<file path="config.mk">
export PLATFORM = sky130hd
export DESIGN_NAME = dpm_ram
export DESIGN_NICKNAME = d
export VERILOG_FILES = /design/src/rtl/dpm_ram.sv
export SDC_FILE = /design/constraint.sdc
export NUM_CORES = 1
export LEC_CHECK = 0
export BUFFER_PORTS_ARGS = -buffer_cell sky130_fd_sc_hd__buf_2
export CAP_MARGIN = 20
export CORE_ASPECT_RATIO = 0.8
export CORE_UTILIZATION = 35
export DETAILED_ROUTE_END_ITERATION = 16
export PLACE_DENSITY_LB_ADDON = 0.25
export SYNTH_ARGS = -nofsm -noshare
export SYNTH_HDL_FRONTEND = slang
export SYNTH_SLANG_ARGS = --single-unit
</file>
<file path="constraint.sdc">
create_clock -name clk_i -period 2.85 [get_ports clk_i]
set_input_delay 0.855 -clock clk_i [delete_from_list [all_inputs] [get_ports clk_i]]
set_output_delay 0.855 -clock clk_i [all_outputs]
set_load 0.005 [all_outputs]
</file>
<file path="src/rtl/dpm_ram.sv">
module dpm_ram #(
  parameter int Width = 8,
  parameter int Depth = 64
) (
  input  logic                     clk_i,
  input  logic                     we_i,
  input  logic [$clog2(Depth)-1:0] waddr_i,
  input  logic [Width-1:0]         wdata_i,
  input  logic [$clog2(Depth)-1:0] raddr_i,
  output logic [Width-1:0]         rdata_o
);
  logic [Width-1:0] mem_q [Depth];

  always_ff @(posedge clk_i) begin
    if (we_i) begin
      mem_q[waddr_i] <= wdata_i;
    end
    rdata_o <= mem_q[raddr_i];
  end
endmodule

</file>
* Word-level counts from Yosys, hierarchy flattened
Memories as Yosys holds them, arrays and structs flattened. A register that Yosys moved wholly into a read port is not among the register bits. Index checks and enable logic that the tools add are counted.
Word-level totals: register bits 0, RAM bits 512, output and inout bits 8, memories 1
Memory list:
- mem_q | depth 64, bits a word 8, read ports 1, clocked after Yosys merged registers in 1, write ports 1, RTL line 12 | logic [Width-1:0] mem_q [Depth];
Cells by class: muxes and demuxes 2
Operator list (count):
- 2-to-1 mux 1 bit | 2

* Longest topological paths before layout
depth in word-level cells 2, gate-level depth with buffers 9, mapped depth without buffers 5

* Worst setup path before layout
No wires, ideal clock.
path kind input -> register, from input port raddr_i[1], to register rdata_o[3], read port of mem_q, library setup time 128 ps, arrival time 2395 ps, data required time 2722 ps, slack 327 ps, stages 7, cells stage by stage buf_4 > buf_2 > buf_2 > mux4_2 > mux4_2 > o21ai_1 > o41ai_1
RTL lines:
- start: declaration | RTL line 9 | input logic [$clog2(Depth)-1:0] raddr_i,
- end: declaration | RTL line 10 | output logic [Width-1:0] rdata_o

==> flow_metrics.env <==
export IMPL_final_nets=1144
export IMPL_slew_headroom=0.471
export IMPL_overflow=0
export IMPL_cp_top_family="compound AO/OA/AOI/OAI gates"
export IMPL_viasPerCell=5.19
export IMPL_clk_pin_slew_worst_paths_ns=0.06
export IMPL_drive_gt1_frac=0.344
export IMPL_r2r_cells=5
export IMPL_crit_required_ns=3.31
export IMPL_die_area_um2=58600
export IMPL_maxCapViolations=0
export IMPL_synth_yosys_seq_area_share=0.770
export IMPL_crit_fanout=26
export IMPL_layout_common_cells="edfxtp_1 (512), buf_4 (136), mux4_2 (126)"
export IMPL_dr_pass1_iters=5
export IMPL_cts_setup_buffers=0
export IMPL_core_rowCount=78
export IMPL_clk_latency_ns=0.59
export IMPL_grt_first_pass_wirelength_mm=72.6
export IMPL_synth_main_ff_cell="edfxtp_1"
export IMPL_cts_sinks=520
export IMPL_worst_pin_slew_ns=0.791
export IMPL_min_to="rdata_o[6]"
export IMPL_reg2reg_from="mem_q[3][3]"
export IMPL_reg2reg_slack_ns=0.73
export IMPL_cts_buffers=51
export IMPL_max_stage_delay_ns=0.73
export IMPL_holdPathStages=3
export IMPL_n_fill_cell=5000
export IMPL_syn_nets=962
export IMPL_worstPathCellList="clkbuf_8 -> buf_12 -> mux4_2 -> nor2b_1 -> a2111oi_1 -> buf_4 -> o41ai_1"
export IMPL_ys_warn_count=0
export IMPL_io_buffers=29
export IMPL_dpl_cell_area_um2=22300
export IMPL_synth_edff_count=512
export IMPL_vias=9982
export IMPL_fin_crit_ns=2.62
export IMPL_antenna_left=0
export IMPL_ir_worst_vdd_mv=0.396
export IMPL_skew_ns=0.00893
export IMPL_endpoint_kind="register"
export IMPL_antenna_found_initial=2
export IMPL_synth_area_per_cell_um2=21.5
export IMPL_synth_area_um2=20200
export IMPL_cp_start_kind="input pin"
export IMPL_power_uw=16500
export IMPL_arrival_ns=3.08
export IMPL_hold_ws_ns=0.755
export IMPL_drt_iter0_drc=873
export IMPL_synthCells=940
export IMPL_die_w_um=270
export IMPL_final_setup_viol_count=0
export IMPL_coreArea_um2=56800
export IMPL_clock_fmax_mhz=382
export IMPL_ys_ff_latch=520
export IMPL_final_hold_viol_count=0
export IMPL_rsz0062_at_grt="no"
export IMPL_worstHoldPathType="input pin to register"
export IMPL_grt_max_degree=65
export IMPL_netlist_cell_type_count=40
export IMPL_htreeDepth=2
export IMPL_area_growth_pct=19.4
export IMPL_critPathSlowestCell="a2111oi_1"
export IMPL_clockRootBuffer="clkbuf_16"
export IMPL_critical_path_class="input pin to register"
export IMPL_cts_tree="built"
export IMPL_ioPinCount=30
export IMPL_route_detailed_drc=0
export IMPL_dp_hpwl_mm=32.5
export IMPL_slew_viol_final=0
export IMPL_r2r_end="rdata_o[3]"
export IMPL_synthArstFlopShare=0
export IMPL_final_common_cell="edfxtp_1"
export IMPL_power_density_nw_per_um2=686
export IMPL_finalCritPeriodShare=0.919
export IMPL_stdcell_area_um2=24100
export IMPL_p_leak_uw=0.00778
export IMPL_wl_per_cell_um=25.6
export IMPL_start_util=0.355
export IMPL_wirelength_mm=49.3
export IMPL_hp_start="raddr_i[5]"
export IMPL_status="complete, no violations"
export IMPL_die_y_um=217
export IMPL_gp_congestion=0.787
export IMPL_grt_usage=0.172
export IMPL_ctsLongestPathBuffers=3
export IMPL_grt_pass1_vias=10200
export IMPL_path_buf_inv=3
registers in the layout, summed over array words and instances, names as in the netlist:
name	count
rdata_o	8
mem_q	512
how the worst max path moves through the flow:
stage                           from         end  slack [ns]  cells after the start
after global placement    raddr_i[0]  rdata_o[3]       -0.58                      7
after detailed placement  raddr_i[0]  rdata_o[3]       -0.60                      7
after floorplan           raddr_i[1]  rdata_o[3]        0.33                      7
final                     raddr_i[0]  rdata_o[3]        0.23                      7
after CTS                 raddr_i[0]  rdata_o[3]       0.008                      7
after global routing      raddr_i[0]  rdata_o[3]        0.15                      7
metrics by stage:
stage	cells	util	worst slack (ns)	setup TNS, ns
after floorplan	940	-	0.327	0
after global placement	1829	0.393	-0.583	-1.16
after detailed placement	1829	0.393	-0.598	-1.29
after CTS	1922	0.424	0.00817	0
after global routing	1922	0.424	0.147	0
final	1924	0.424	0.230	0
area by class of cell:
class | count | area (µm²) | share of cell area
Antenna cell | 2 | 5.00 | 0.000208
Clock buffer | 58 | 1350 | 0.0558
Clock inverter | 35 | 429 | 0.0178
Multi-Input combinational cell | 369 | 4320 | 0.179
Sequential cell | 520 | 15500 | 0.645
Tap cell | 760 | 951 | 0.0395
Timing Repair Buffer | 180 | 1510 | 0.0625
layer usage:
layer | vias up | GRT usage | share of wire | wire length [µm]
met5 | - | 0 | 0.00020 | 10
met4 | 2 | 0.0377 | 0.014 | 683
met3 | 53 | 0.0428 | 0.073 | 3620
met2 | 300 | 0.249 | 0.44 | 21600
met1 | 5324 | 0.260 | 0.48 | 23400
li1 | 4303 | - | - | -
worst min-delay path, cell delays in order:
cell and delay [ns]:
buf_2 0.24, nand3_1 0.12, o32ai_1 0.06
repair_timing:
action	CTS	global route
endpoints found under the setup margin	0	1
endpoints found under the hold margin	0	0
resized for setup	0	1
hold buffers	0	0
report_power, final:
part,switching [µW],internal [µW]
Combinational,515,380
Clock,2850,4290
Sequential,31.3,8460
kinds of logic after synthesis:
kind of cell / after synthesis / synth area share
flops: 520 / 0.770
compound gates: 54 / 0.0207
buf+inv: 51 / 0.0157
simple gates: 153 / 0.0339
mux: 162 / 0.159
Yosys cell counts, types with 2 or more instances:
| master | instances | area share |
|---|---|---|
| nand2b_1 | 7 | 0.0022 |
| mux2i_1 | 23 | 0.011 |
| nor3_1 | 7 | 0.0017 |
| buf_4 | 13 | 0.0048 |
| o21ai_1 | 2 | 0.00050 |
| nand4_1 | 2 | 0.00062 |
| clkbuf_1 | 17 | 0.0032 |
| o41ai_1 | 2 | 0.00087 |
| a2111oi_0 | 2 | 0.00087 |
| o32ai_1 | 2 | 0.00087 |
| nor2b_1 | 14 | 0.0043 |
| nand2_1 | 19 | 0.0035 |
| buf_6 | 4 | 0.0022 |
| o21a_1 | 2 | 0.00074 |
| nand3_1 | 13 | 0.0032 |
| buf_1 | 4 | 0.00074 |
| a211oi_1 | 4 | 0.0015 |
| mux4_2 | 126 | 0.14 |
| o221a_2 | 2 | 0.0011 |
| buf_2 | 11 | 0.0027 |
| mux2_2 | 13 | 0.0073 |
| edfxtp_1 | 512 | 0.76 |
| a221oi_1 | 6 | 0.0026 |
| o2bb2ai_1 | 3 | 0.0013 |
| a21oi_1 | 3 | 0.00074 |
| buf_12 | 2 | 0.0020 |
| o221ai_1 | 8 | 0.0035 |
| nor4_1 | 2 | 0.00062 |
| o2111ai_1 | 3 | 0.0013 |
| a22oi_1 | 3 | 0.0011 |
| nand3b_1 | 3 | 0.0011 |
| dfxtp_1 | 8 | 0.0079 |
| o21ai_0 | 2 | 0.00050 |
| o22ai_1 | 8 | 0.0025 |
| nor2_1 | 83 | 0.015 |
No activity file was read; power rests on OpenSTA's default activity.
